--- config.mk ---
export PLATFORM = sky130hd
export DESIGN_NAME = uart_transceiver_rx_fifo_unit
export DESIGN_NICKNAME = d
export VERILOG_FILES = /design/src/rtl/core/urtf_pkg.sv /design/src/rtl/core/urtf_tx.sv /design/src/rtl/core/urtf_rx.sv /design/src/rtl/core/urtf_fifo.sv /design/src/rtl/core/uart_transceiver_rx_fifo_unit.sv
export VERILOG_INCLUDE_DIRS = /design/src /design/src/rtl/core
export SDC_FILE = /design/constraint.sdc
export NUM_CORES = 1
export LEC_CHECK = 0
export ABC_AREA = 1
export BUFFER_PORTS_ARGS = -buffer_cell sky130_fd_sc_hd__buf_4
export CAP_MARGIN = 10
export CELL_PAD_IN_SITES_DETAIL_PLACEMENT = 1
export CELL_PAD_IN_SITES_GLOBAL_PLACEMENT = 1
export CORE_ASPECT_RATIO = 2
export CORE_MARGIN = 2
export CORE_UTILIZATION = 50
export CTS_CLUSTER_DIAMETER = 200
export DETAILED_ROUTE_END_ITERATION = 8
export GPL_TIMING_DRIVEN = 1
export PLACE_DENSITY_LB_ADDON = 0.1
export SETUP_SLACK_MARGIN = 0.4
export SLEW_MARGIN = 20
export SYNTH_ARGS = -nofsm -noshare
export SYNTH_HDL_FRONTEND = slang
export SYNTH_SLANG_ARGS = --single-unit
export TNS_END_PERCENT = 20
--- constraint.sdc ---
create_clock -name i_clk -period 7.05 [get_ports i_clk]
set_input_delay 0.3525 -clock i_clk [delete_from_list [all_inputs] [get_ports i_clk]]
set_output_delay 0.3525 -clock i_clk [all_outputs]
set_load 0.02 [all_outputs]
--- src/rtl/core/uart_transceiver_rx_fifo_unit_assert.svh ---
// ---------------------------------------------------------------------------
// UART transceiver assertion macros
// Shared assertion forms for the UART transceiver core, clocked on i_clk and
// held off during reset.
// ---------------------------------------------------------------------------
`ifndef UART_TRANSCEIVER_RX_FIFO_UNIT_ASSERT_SVH
`define UART_TRANSCEIVER_RX_FIFO_UNIT_ASSERT_SVH

// same-cycle implication
`define URTF_ASSERT_IMP(label, ante, cons, msg) \
    label: assert property (@(posedge i_clk) disable iff (!i_rst_n) (ante) |-> (cons)) \
        else $error(msg);

// next-cycle implication
`define URTF_ASSERT_NXT(label, ante, cons, msg) \
    label: assert property (@(posedge i_clk) disable iff (!i_rst_n) (ante) |=> (cons)) \
        else $error(msg);

`endif

--- src/rtl/core/urtf_pkg.sv ---
// ---------------------------------------------------------------------------
// urtf_pkg
// Types, state codes and helper functions for the UART transceiver core.
// ---------------------------------------------------------------------------
package urtf_pkg;

    // configuration register indexes
    localparam logic [1:0] CFG_BIT_TIME   = 2'd0;
    localparam logic [1:0] CFG_INVERT     = 2'd1;
    localparam logic [1:0] CFG_PARITY_EN  = 2'd2;
    localparam logic [1:0] CFG_DE_USED    = 2'd3;

    // transmit phases
    localparam logic [3:0] TX_IDLE   = 4'd0;
    localparam logic [3:0] TX_START  = 4'd1;
    localparam logic [3:0] TX_DATA0  = 4'd2;
    localparam logic [3:0] TX_DATA7  = 4'd9;
    localparam logic [3:0] TX_PARITY = 4'd10;
    localparam logic [3:0] TX_STOP   = 4'd11;

    // receive phases (1..8 are the data bits)
    localparam logic [3:0] RX_IDLE   = 4'd0;
    localparam logic [3:0] RX_DATA0  = 4'd1;
    localparam logic [3:0] RX_DATA7  = 4'd8;
    localparam logic [3:0] RX_PARITY = 4'd9;
    localparam logic [3:0] RX_STOP   = 4'd10;

    localparam logic [15:0] BIT_TIME_RST = 16'd8333;
    // ceil(2^17 / 3): exact divide by three for 16-bit values
    localparam logic [16:0] DIV3_RECIP   = 17'd43691;

    typedef struct packed {
        logic [15:0] bit_time;   // effective, never zero
        logic [16:0] rx_first;   // bit_time + bit_time/3
        logic        invert;
        logic        parity_en;
        logic        de_used;
    } t_cfg;

    typedef struct packed {
        logic level;
        logic busy;
    } t_tx_stat;

    typedef struct packed {
        logic pop;
        logic flush;
        logic clr_ovf;
    } t_fifo_cmd;

    typedef struct packed {
        logic       nonempty;
        logic [5:0] count;
        logic       overflow;
    } t_fifo_stat;

    function automatic logic [15:0] eff_bit_time(input logic [15:0] bt);
        eff_bit_time = (bt == 16'd0) ? 16'd1 : bt;
    endfunction

    function automatic logic [16:0] rx_first_load(input logic [15:0] bt);
        logic [15:0] e;
        logic [32:0] prod;
        e    = eff_bit_time(bt);
        prod = 33'(e) * 33'(DIV3_RECIP);
        rx_first_load = 17'(e) + 17'(prod[32:17]);
    endfunction

endpackage

--- src/rtl/core/urtf_tx.sv ---
// ---------------------------------------------------------------------------
// urtf_tx
// Transmit framer: start, 8 data bits LSB first, optional even parity, stop.
// ---------------------------------------------------------------------------
module urtf_tx (
    input  logic              i_clk,
    input  logic              i_rst_n,
    input  logic              i_en,
    input  urtf_pkg::t_cfg    i_cfg,
    input  logic              i_send_valid,
    input  logic [7:0]        i_send_byte,
    output urtf_pkg::t_tx_stat o_stat
);
    import urtf_pkg::*;

    logic [3:0]  r_phase, n_phase;
    logic [15:0] r_timer, n_timer;
    logic [7:0]  r_shift, n_shift;
    logic        r_par,   n_par;
    logic [15:0] timer_dec;
    logic        line_raw;

    assign timer_dec = r_timer - 16'd1;

    always_comb begin
        n_phase = r_phase;
        n_timer = r_timer;
        n_shift = r_shift;
        n_par   = r_par;
        if (r_phase == TX_IDLE || r_phase > TX_STOP) begin
            n_phase = TX_IDLE;
            if (i_send_valid) begin
                n_shift = i_send_byte;
                n_par   = 1'b0;
                n_timer = i_cfg.bit_time;
                n_phase = TX_START;
            end
        end else begin
            n_timer = timer_dec;
            if (timer_dec == 16'd0) begin
                n_timer = i_cfg.bit_time;
                if (r_phase inside {[TX_DATA0:TX_DATA7]}) begin
                    n_par   = r_par ^ r_shift[0];
                    n_shift = {1'b0, r_shift[7:1]};
                end
                if (r_phase == TX_DATA7) begin
                    n_phase = i_cfg.parity_en ? TX_PARITY : TX_STOP;
                end else if (r_phase == TX_STOP) begin
                    n_phase = TX_IDLE;
                end else begin
                    n_phase = r_phase + 4'd1;
                end
            end
        end
    end

    // line level follows the updated state
    always_comb begin
        if (n_phase == TX_START) begin
            line_raw = 1'b0;
        end else if (n_phase inside {[TX_DATA0:TX_DATA7]}) begin
            line_raw = n_shift[0];
        end else if (n_phase == TX_PARITY) begin
            line_raw = n_par;
        end else begin
            line_raw = 1'b1;
        end
    end

    assign o_stat.level = line_raw ^ i_cfg.invert;
    assign o_stat.busy  = (n_phase != TX_IDLE);

    always_ff @(posedge i_clk) begin
        if (!i_rst_n) begin
            r_phase <= TX_IDLE;
            r_timer <= '0;
            r_shift <= '0;
            r_par   <= 1'b0;
        end else if (i_en) begin
            r_phase <= n_phase;
            r_timer <= n_timer;
            r_shift <= n_shift;
            r_par   <= n_par;
        end
    end

endmodule

--- src/rtl/core/urtf_rx.sv ---
// ---------------------------------------------------------------------------
// urtf_rx
// Receive sampler: start edge detect, 8 data samples, parity/stop wait.
// ---------------------------------------------------------------------------
module urtf_rx (
    input  logic           i_clk,
    input  logic           i_rst_n,
    input  logic           i_en,
    input  urtf_pkg::t_cfg i_cfg,
    input  logic           i_level,
    output logic           o_push,
    output logic [7:0]     o_push_byte
);
    import urtf_pkg::*;

    logic [3:0]  r_phase, n_phase;
    logic [16:0] r_timer, n_timer;
    logic [7:0]  r_shift, n_shift;
    logic        r_prev;
    logic [16:0] timer_dec;
    logic        idle_lvl;

    assign timer_dec = r_timer - 17'd1;
    assign idle_lvl  = ~i_cfg.invert;

    always_comb begin
        n_phase = r_phase;
        n_timer = r_timer;
        n_shift = r_shift;
        o_push  = 1'b0;
        if (r_phase == RX_IDLE || r_phase > RX_STOP) begin
            n_phase = RX_IDLE;
            if (r_prev == idle_lvl && i_level != idle_lvl) begin
                n_timer = i_cfg.rx_first;
                n_phase = RX_DATA0;
            end
        end else begin
            n_timer = timer_dec;
            if (timer_dec == 17'd0) begin
                n_timer = 17'(i_cfg.bit_time);
                if (r_phase <= RX_DATA7) begin
                    n_shift = {i_level ^ i_cfg.invert, r_shift[7:1]};
                    if (r_phase == RX_DATA7) begin
                        n_phase = i_cfg.parity_en ? RX_PARITY : RX_STOP;
                    end else begin
                        n_phase = r_phase + 4'd1;
                    end
                end else if (r_phase == RX_PARITY) begin
                    n_phase = RX_STOP;
                end else begin
                    o_push  = 1'b1;
                    n_phase = RX_IDLE;
                end
            end
        end
    end

    assign o_push_byte = r_shift;

    always_ff @(posedge i_clk) begin
        if (!i_rst_n) begin
            r_phase <= RX_IDLE;
            r_timer <= '0;
            r_shift <= '0;
            r_prev  <= 1'b1;
        end else if (i_en) begin
            r_phase <= n_phase;
            r_timer <= n_timer;
            r_shift <= n_shift;
            r_prev  <= i_level;
        end
    end

endmodule

--- src/rtl/core/urtf_fifo.sv ---
// ---------------------------------------------------------------------------
// urtf_fifo
// Receive ring FIFO: synchronous store, index control, sticky overflow.
// ---------------------------------------------------------------------------
module urtf_fifo #(
    parameter int FIFO_DEPTH = 64
) (
    input  logic                 i_clk,
    input  logic                 i_rst_n,
    input  logic                 i_en,
    input  urtf_pkg::t_fifo_cmd  i_cmd,
    input  logic                 i_push,
    input  logic [7:0]           i_push_byte,
    output urtf_pkg::t_fifo_stat o_stat,
    output logic [7:0]           o_head
);
    import urtf_pkg::*;

    localparam int IW = $clog2(FIFO_DEPTH);
    localparam int CW = (IW > 6) ? IW : 6;

    logic [7:0]    mem [FIFO_DEPTH];
    logic [IW-1:0] r_wr_idx, r_rd_idx;
    logic          r_ovf;
    logic [7:0]    r_rd_data;
    logic          r_fwd;
    logic [7:0]    r_fwd_byte;

    logic [IW-1:0] rd1, wr1, wr2;
    logic          ovf1, ovf2, full, push_ok;
    logic [IW:0]   diff;
    logic [IW-1:0] count;
    logic [CW-1:0] count_ext;

    function automatic logic [IW-1:0] nxt(input logic [IW-1:0] i);
        nxt = (i == IW'(FIFO_DEPTH - 1)) ? '0 : i + IW'(1);
    endfunction

    always_comb begin
        rd1  = r_rd_idx;
        wr1  = r_wr_idx;
        if (i_cmd.pop && r_wr_idx != r_rd_idx) begin
            rd1 = nxt(r_rd_idx);
        end
        if (i_cmd.flush) begin
            rd1 = '0;
            wr1 = '0;
        end
        ovf1    = i_cmd.clr_ovf ? 1'b0 : r_ovf;
        full    = (nxt(wr1) == rd1);
        push_ok = i_push && !full;
        wr2     = push_ok ? nxt(wr1) : wr1;
        ovf2    = ovf1 | (i_push && full);
        diff    = {1'b0, wr2} - {1'b0, rd1};
        count   = diff[IW] ? IW'(diff + (IW+1)'(FIFO_DEPTH)) : diff[IW-1:0];
    end

    assign count_ext       = CW'(count);
    assign o_stat.nonempty = (wr2 != rd1);
    assign o_stat.count    = count_ext[5:0];
    assign o_stat.overflow = ovf2;

    // read-first store; a push into the entry being read is forwarded
    always_ff @(posedge i_clk) begin
        if (i_en && push_ok) begin
            mem[wr1] <= i_push_byte;
        end
        if (i_en) begin
            r_rd_data  <= mem[rd1];
            r_fwd_byte <= i_push_byte;
        end
    end

    assign o_head = r_fwd ? r_fwd_byte : r_rd_data;

    always_ff @(posedge i_clk) begin
        if (!i_rst_n) begin
            r_wr_idx <= '0;
            r_rd_idx <= '0;
            r_ovf    <= 1'b0;
            r_fwd    <= 1'b0;
        end else if (i_en) begin
            r_wr_idx <= wr2;
            r_rd_idx <= rd1;
            r_ovf    <= ovf2;
            r_fwd    <= push_ok && (wr1 == rd1);
        end
    end

endmodule

--- src/rtl/core/uart_transceiver_rx_fifo_unit.sv ---
// ---------------------------------------------------------------------------
// uart_transceiver_rx_fifo_unit
// UART transceiver (8 data bits, optional even parity, one stop bit) with a
// receive ring FIFO, driven one clock tick per stream transaction.
// ---------------------------------------------------------------------------
// Each input transaction is one tick of bit timing: it carries the sampled
// receive line plus send, pop, overflow-clear and flush requests, and yields
// exactly one output transaction with the line/enable/busy levels and the
// FIFO head, fill count and overflow flag as they stand after that tick.
// One transaction is taken per clock cycle when the output side keeps up;
// each result passes through the read stage, for the synchronous FIFO store
// read, and then the output register. The receive store is read at the
// updated head index on every tick; a byte pushed into an empty FIFO is
// forwarded past the store. With the output register full and stalled the
// input still takes one more transaction into the read stage before
// s_axis_tready drops. Configuration writes take effect on the next tick and
// are meant for idle periods only.
// ---------------------------------------------------------------------------
module uart_transceiver_rx_fifo_unit #(
    parameter int FIFO_DEPTH = 64
) (
    input  logic        i_clk,
    input  logic        i_rst_n,
    // tdata: [0] rx_level, [1] send_valid, [9:2] send_byte, [10] pop_req,
    //        [11] clear_overflow, [12] flush, [15:13] zero
    input  logic        s_axis_tvalid,
    output logic        s_axis_tready,
    input  logic [15:0] s_axis_tdata,
    // tdata: [0] tx_level, [1] tx_drive_enable, [2] tx_busy, [10:3] head_byte,
    //        [11] fifo_nonempty, [17:12] fifo_count, [18] overflow_seen,
    //        [23:19] zero
    output logic        m_axis_tvalid,
    input  logic        m_axis_tready,
    output logic [23:0] m_axis_tdata,
    // configuration write port
    input  logic        i_cfg_we,
    input  logic [1:0]  i_cfg_idx,
    input  logic [15:0] i_cfg_data
);
    import urtf_pkg::*;

    `include "uart_transceiver_rx_fifo_unit_assert.svh"

    // config registers
    t_cfg r_cfg;

    // tick enable
    logic s_acc;

    t_tx_stat   tx_stat;
    t_fifo_cmd  fifo_cmd;
    t_fifo_stat fifo_stat;
    logic       rx_push;
    logic [7:0] rx_byte;
    logic [7:0] fifo_head;

    // read stage (store data lands here) and output register
    logic       r_v1;
    t_tx_stat   r_s1_tx;
    logic       r_s1_de;
    t_fifo_stat r_s1_fifo;
    logic       r_v2;
    logic [23:0] r_out;
    logic       adv1;
    logic [7:0] head_sel;

    always_ff @(posedge i_clk) begin
        if (!i_rst_n) begin
            r_cfg.bit_time  <= BIT_TIME_RST;
            r_cfg.rx_first  <= rx_first_load(BIT_TIME_RST);
            r_cfg.invert    <= 1'b0;
            r_cfg.parity_en <= 1'b1;
            r_cfg.de_used   <= 1'b0;
        end else if (i_cfg_we) begin
            case (i_cfg_idx)
                CFG_BIT_TIME: begin
                    r_cfg.bit_time <= eff_bit_time(i_cfg_data);
                    r_cfg.rx_first <= rx_first_load(i_cfg_data);
                end
                CFG_INVERT:    r_cfg.invert    <= i_cfg_data[0];
                CFG_PARITY_EN: r_cfg.parity_en <= i_cfg_data[0];
                CFG_DE_USED:   r_cfg.de_used   <= i_cfg_data[0];
                default: begin
                end
            endcase
        end
    end

    assign adv1          = r_v1 && (!r_v2 || m_axis_tready);
    assign s_axis_tready = !r_v1 || adv1;
    assign s_acc         = s_axis_tvalid && s_axis_tready;

    assign fifo_cmd.pop     = s_axis_tdata[10];
    assign fifo_cmd.flush   = s_axis_tdata[12];
    assign fifo_cmd.clr_ovf = s_axis_tdata[11];

    urtf_tx u_tx (
        .i_clk        (i_clk),
        .i_rst_n      (i_rst_n),
        .i_en         (s_acc),
        .i_cfg        (r_cfg),
        .i_send_valid (s_axis_tdata[1]),
        .i_send_byte  (s_axis_tdata[9:2]),
        .o_stat       (tx_stat)
    );

    urtf_rx u_rx (
        .i_clk       (i_clk),
        .i_rst_n     (i_rst_n),
        .i_en        (s_acc),
        .i_cfg       (r_cfg),
        .i_level     (s_axis_tdata[0]),
        .o_push      (rx_push),
        .o_push_byte (rx_byte)
    );

    urtf_fifo #(
        .FIFO_DEPTH (FIFO_DEPTH)
    ) u_fifo (
        .i_clk       (i_clk),
        .i_rst_n     (i_rst_n),
        .i_en        (s_acc),
        .i_cmd       (fifo_cmd),
        .i_push      (rx_push),
        .i_push_byte (rx_byte),
        .o_stat      (fifo_stat),
        .o_head      (fifo_head)
    );

    // read stage: status captured with the store read
    always_ff @(posedge i_clk) begin
        if (!i_rst_n) begin
            r_v1 <= 1'b0;
        end else if (s_acc) begin
            r_v1 <= 1'b1;
        end else if (adv1) begin
            r_v1 <= 1'b0;
        end
    end

    always_ff @(posedge i_clk) begin
        if (s_acc) begin
            r_s1_tx   <= tx_stat;
            r_s1_de   <= r_cfg.de_used & tx_stat.busy;
            r_s1_fifo <= fifo_stat;
        end
    end

    // empty FIFO shows a zero head
    assign head_sel = r_s1_fifo.nonempty ? fifo_head : 8'd0;

    // output register
    always_ff @(posedge i_clk) begin
        if (!i_rst_n) begin
            r_v2 <= 1'b0;
        end else if (adv1) begin
            r_v2 <= 1'b1;
        end else if (m_axis_tready) begin
            r_v2 <= 1'b0;
        end
    end

    always_ff @(posedge i_clk) begin
        if (adv1) begin
            r_out <= {5'd0, r_s1_fifo.overflow, r_s1_fifo.count, r_s1_fifo.nonempty,
                      head_sel, r_s1_tx.busy, r_s1_de, r_s1_tx.level};
        end
    end

    assign m_axis_tvalid = r_v2;
    assign m_axis_tdata  = r_out;

    // a stalled read stage keeps its transaction and status
    `URTF_ASSERT_NXT(a_s1_hold, r_v1 && !adv1, r_v1 && $stable(r_s1_fifo), "read stage lost data on stall")
    // input stalls only when both stages are occupied
    `URTF_ASSERT_IMP(a_ready_full, !s_axis_tready, r_v1 && r_v2, "input stalled with room in pipeline")
    // drive enable never shows without busy
    `URTF_ASSERT_IMP(a_de_busy, r_v1 && r_s1_de, r_s1_tx.busy, "drive enable outside a frame")
    // a result leaves the read stage into the output register next cycle
    `URTF_ASSERT_NXT(a_s1_to_out, adv1, r_v2, "read stage result not registered")

endmodule

==> flow_summary.rst <==
.. list-table::
   :header-rows: 1

   * - Metric
     - Value
   * - Arr. time, crit path
     - a little under 7 ns
   * - Clock insertion delay at the later pin of the skew report
     - ~0.63 ns
   * - Leak
     - around 17 nW
   * - Maximum vdd drop
     - about 0.50 mV
   * - Clock root cell
     - sky130_fd_sc_hd__clkbuf_16
   * - Fraction of layout instances using a drive strength above 1
     - ~9%
   * - Longest Clk Path Bufs
     - 3
   * - Areal power density over the cells
     - approximately 400 nW/um2
   * - Routed wire length per instance
     - 24.26 um
   * - Critical path start-end classification
     - in2reg
   * - R2R cell count
     - 16
   * - Antenna violations before repair
     - 4
   * - Width of the chip
     - about 190 um
   * - Number of levels in the clock H-tree
     - 2
   * - Register share of total power
     - approximately 28%
   * - Ranking of synthesized cells by area
     - sky130_fd_sc_hd__edfxtp_1 (47%), sky130_fd_sc_hd__nand2_1 (7.2%), sky130_fd_sc_hd__inv_1 (6.4%), sky130_fd_sc_hd__dfxtp_1 (6.2%), sky130_fd_sc_hd__ha_1 (5.5%)
   * - Quantity of I/O buffers inserted on ports
     - 56
   * - Combinational group share of total power
     - between 50% and 60%
   * - TritonCTS clock tree
     - done
   * - Hold path startpoint
     - m_axis_tready
   * - Starting density of the core
     - between 50% and 60%
   * - Height of the die
     - ~380 um
   * - Netlist Area Pre-Place
     - roughly 36000 um2
   * - Count of cells along the worst hold path
     - 4
   * - Number of nets at the end of the flow
     - just over 4000
   * - Vias in the first global route
     - around 30000
   * - Wire length of the first global-routing pass
     - around 180 mm
   * - Aggregate global routing overflow
     - 0
   * - Internal portion of total power
     - approximately 0.0090 W
   * - Switching component of the power
     - 0.006562 W
   * - Synth Area per Inst
     - roughly 9.4 um2
   * - Clock network fraction of total power
     - approximately a fifth
   * - Final-report max-slew violation count
     - 0
   * - Max-cap violation count
     - 0
   * - Crit start category
     - primary input
   * - Via density per instance
     - roughly 5.7
   * - Syn Inst Count
     - about 3800
   * - Clock edge transition at the registers on the reported setup and hold paths
     - roughly 0.07 ns
   * - Synthesis-to-finish area growth
     - 10.10%
   * - YS warnings
     - 0
   * - Status
     - complete, no violations
   * - Number of hold violations in the final report
     - 0
   * - Highest clock frequency the design can meet
     - approximately 0.16 GHz
   * - Setup repair after global routing missed its margin
     - yes
   * - Cell with the most instances after synthesis
     - sky130_fd_sc_hd__nand2_1
   * - Post-detailed-placement half-perimeter wirelength
     - ~86 mm
   * - Class of the most critical hold timing path
     - in2reg
   * - Residual antenna-violating net count after detailed routing
     - 0
   * - Seq cells post-synth
     - roughly 670
   * - Min cycle time layout
     - between 6 and 7 ns
   * - CP top delay family
     - adder cells
   * - Primary FF master, synth
     - sky130_fd_sc_hd__edfxtp_1
   * - Worst clock skew
     - between 0.02 and 0.025 ns
   * - Routed Wire Length
     - 117.1 mm
   * - Core ar.
     - 71480 um2
   * - Buffers & Inverters on Critical Path
     - 7
   * - First DRT Iteration DRCs
     - around 1400
   * - Number of distinct library cells after synthesis
     - 53
   * - Number of clock buffers inserted by TritonCTS
     - 58
   * - Post-route cell area
     - between 30000 and 40000 um2
   * - Post-synth top area share
     - between 40% and 50%
   * - Endpoint class of the critical path
     - flip-flop
   * - Cell with the biggest individual delay on the critical path
     - sky130_fd_sc_hd__fa_1
   * - Maximum number of pins on one net before global-route repair
     - 215
   * - Detailed-route DRC error count
     - 0
   * - R2R Path Start
     - u_fifo.r_wr_idx[2]
   * - Most frequent cells after synthesis
     - sky130_fd_sc_hd__nand2_1 (684), sky130_fd_sc_hd__inv_1 (614), sky130_fd_sc_hd__edfxtp_1 (558), sky130_fd_sc_hd__nand3_1 (343), sky130_fd_sc_hd__o21ai_0 (313)
   * - Crit-path max cell delay
     - between 0.5 and 0.6 ns
   * - Count of cell instances traversed by the critical path
     - 36
   * - Slew @ Worst Pin
     - approximately 0.98 ns
   * - Net switching share of the total power
     - between 40% and 50%
   * - Share of the cycle needed by the critical path after routing
     - 91.02%
   * - Crit-path max FO
     - 7
   * - Post-synth EDFFs
     - approximately 560
   * - Crit. Startpoint
     - i_cfg_data[12]
   * - Critical path data required time
     - 7.55 ns
   * - Cell repeated most along the worst path
     - sky130_fd_sc_hd__nand2_1
   * - Seq/Total Area, Yosys
     - approximately 53%
   * - Number of failing setup endpoints in the final timing report
     - 0
   * - Overall power after layout
     - ~0.016 W
   * - Routability congestion estimate from global placement
     - between 0.9 and 1
   * - Slew HR
     - roughly a third
   * - Router iterations before antenna repair
     - 5
   * - Instance area at placement
     - 37400 um2
   * - Share of synthesized registers carrying an async set or reset
     - 0%
   * - Library cell occupying the most area in the post-synthesis netlist
     - sky130_fd_sc_hd__edfxtp_1
   * - Total vias in the final route
     - 27550
   * - Number of clock sinks seen by CTS
     - 669
   * - IO Count
     - 65
   * - Overall track demand over capacity in global routing
     - 31.75%
   * - Number of cell rows
     - 139
   * - Die outline area
     - roughly 74000 um2
-- final timing paths --
kind	end	slack, ns
setup reg to reg	u_fifo.mem[14][6]	2.08
hold reg to reg	m_axis_tdata[17]	0.42
setup / recovery	r_cfg[16]	0.63
hold / removal	m_axis_tvalid	0.04
-- sequential cells by signal, indices dropped and copies added (netlist names) --
register           cells
u_tx.r_par             1
u_tx.r_shift           8
u_tx.r_timer          16
u_fifo.r_rd_idx        6
u_fifo.r_rd_data       8
m_axis_tvalid          1
r_cfg                 36
u_fifo.mem           512
r_s1_fifo              8
u_fifo.r_wr_idx        6
u_fifo.r_ovf           1
u_fifo.r_fwd           1
u_rx.r_phase           4
u_fifo.r_fwd_byte      8
r_s1_de                1
r_v1                   1
u_rx.r_prev            1
u_rx.r_timer          17
r_s1_tx                2
u_rx.o_push_byte       8
m_axis_tdata          19
u_tx.r_phase           4
-- placed cells by master, fill, tap and decap left out, drive strengths merged, types with 5 or more instances in the layout --
master,instances
nand3,352
o211ai,73
edfxtp,558
xnor2,18
a21oi,208
conb,5
o21ai,367
bufinv,6
a211oi,5
ha,157
or2,15
xor2,34
nand3b,9
nand4,39
nor3,15
nor2,259
fa,77
buf,149
dfxtp,111
inv,628
clkbuf,70
clkinv,26
nand2,690
-- final cells by class --
cell class | count | area, um2
Antenna cell | 4 | 10.01
Clock buffer | 70 | 1578
Clock inverter | 35 | 349.1
Fill cell | 8074 | 31980
Inverter | 629 | 2367
Multi-Input combinational cell | 2353 | 13890
Sequential cell | 669 | 18990
Tap cell | 916 | 1146
Timing Repair Buffer | 152 | 1174
-- power groups by stage --
stage	Clock [W]	Combinational [W]	Sequential (W)
after floorplan	0	0.00447	0.00447
after global placement	0	0.00712	0.00450
after detailed placement	0	0.00737	0.00450
after CTS	0.00334	0.00745	0.00441
after global routing	0.00346	0.00862	0.00442
final	0.00330	0.00782	0.00441
-- worst register-to-register path, delay by kind of cell (launching register included) --
family          cells  cell delay (ns)
compound gates      1             0.16
buf+inv             2             0.73
flops               1             0.51
simple gates       13             3.19
-- what timing repair did --
| action | in CTS | in global routing |
|---|---|---|
| endpoints found under the setup margin | 5 | 12 |
| endpoints found under the hold margin | 3 | 0 |
| pin swaps | 1 | 9 |
| hold buffers | 3 | 0 |
| buffers inserted | 1 | 1 |
| resized for setup | 3 | 27 |
-- logic make-up (layout without fill, tap and decap cells) --
kind of cell / count (synthesis) / after routing / share of synthesized area (%)
xor+xnor: 52 / 52 / 1.269
simple gates: 1383 / 1383 / 16.90
buf+inv: 806 / 886 / 8.816
fa+ha+maj: 234 / 234 / 9.772
flops: 669 / 669 / 52.90
mux: 1 / 1 / 0.02790
compound gates: 678 / 678 / 10.31
other cells: 1 / 9 / 0.01045
-- layer usage --
| metal | global-route usage (%) | part of all wire (%) |
|---|---|---|
| met5 | 0 | 0 |
| met4 | 28.13 | 10 |
| met3 | 3.103 | 3.2 |
| met2 | 61.81 | 55 |
| met1 | 28.53 | 31 |
-- stage by stage --
stage / utilization (%) / TNS, ns / worst slack (ns) / hold WS (ns) / std cells
finish: 55.26 / 0 / 0.6329 / 0.03914 / 4828
detailed placement: 52.32 / -2.620 / -0.4551 / 0.4063 / 4714
floorplan: - / 0 / 0.5429 / 0.4003 / 3828
CTS: 55.08 / 0 / 0.3339 / 0.01352 / 4823
global route: 55.26 / 0 / 0.2909 / 0.03404 / 4827
global placement: 52.32 / -2.261 / -0.3764 / 0.4032 / 4714
(Power assumes the default switching activity.)
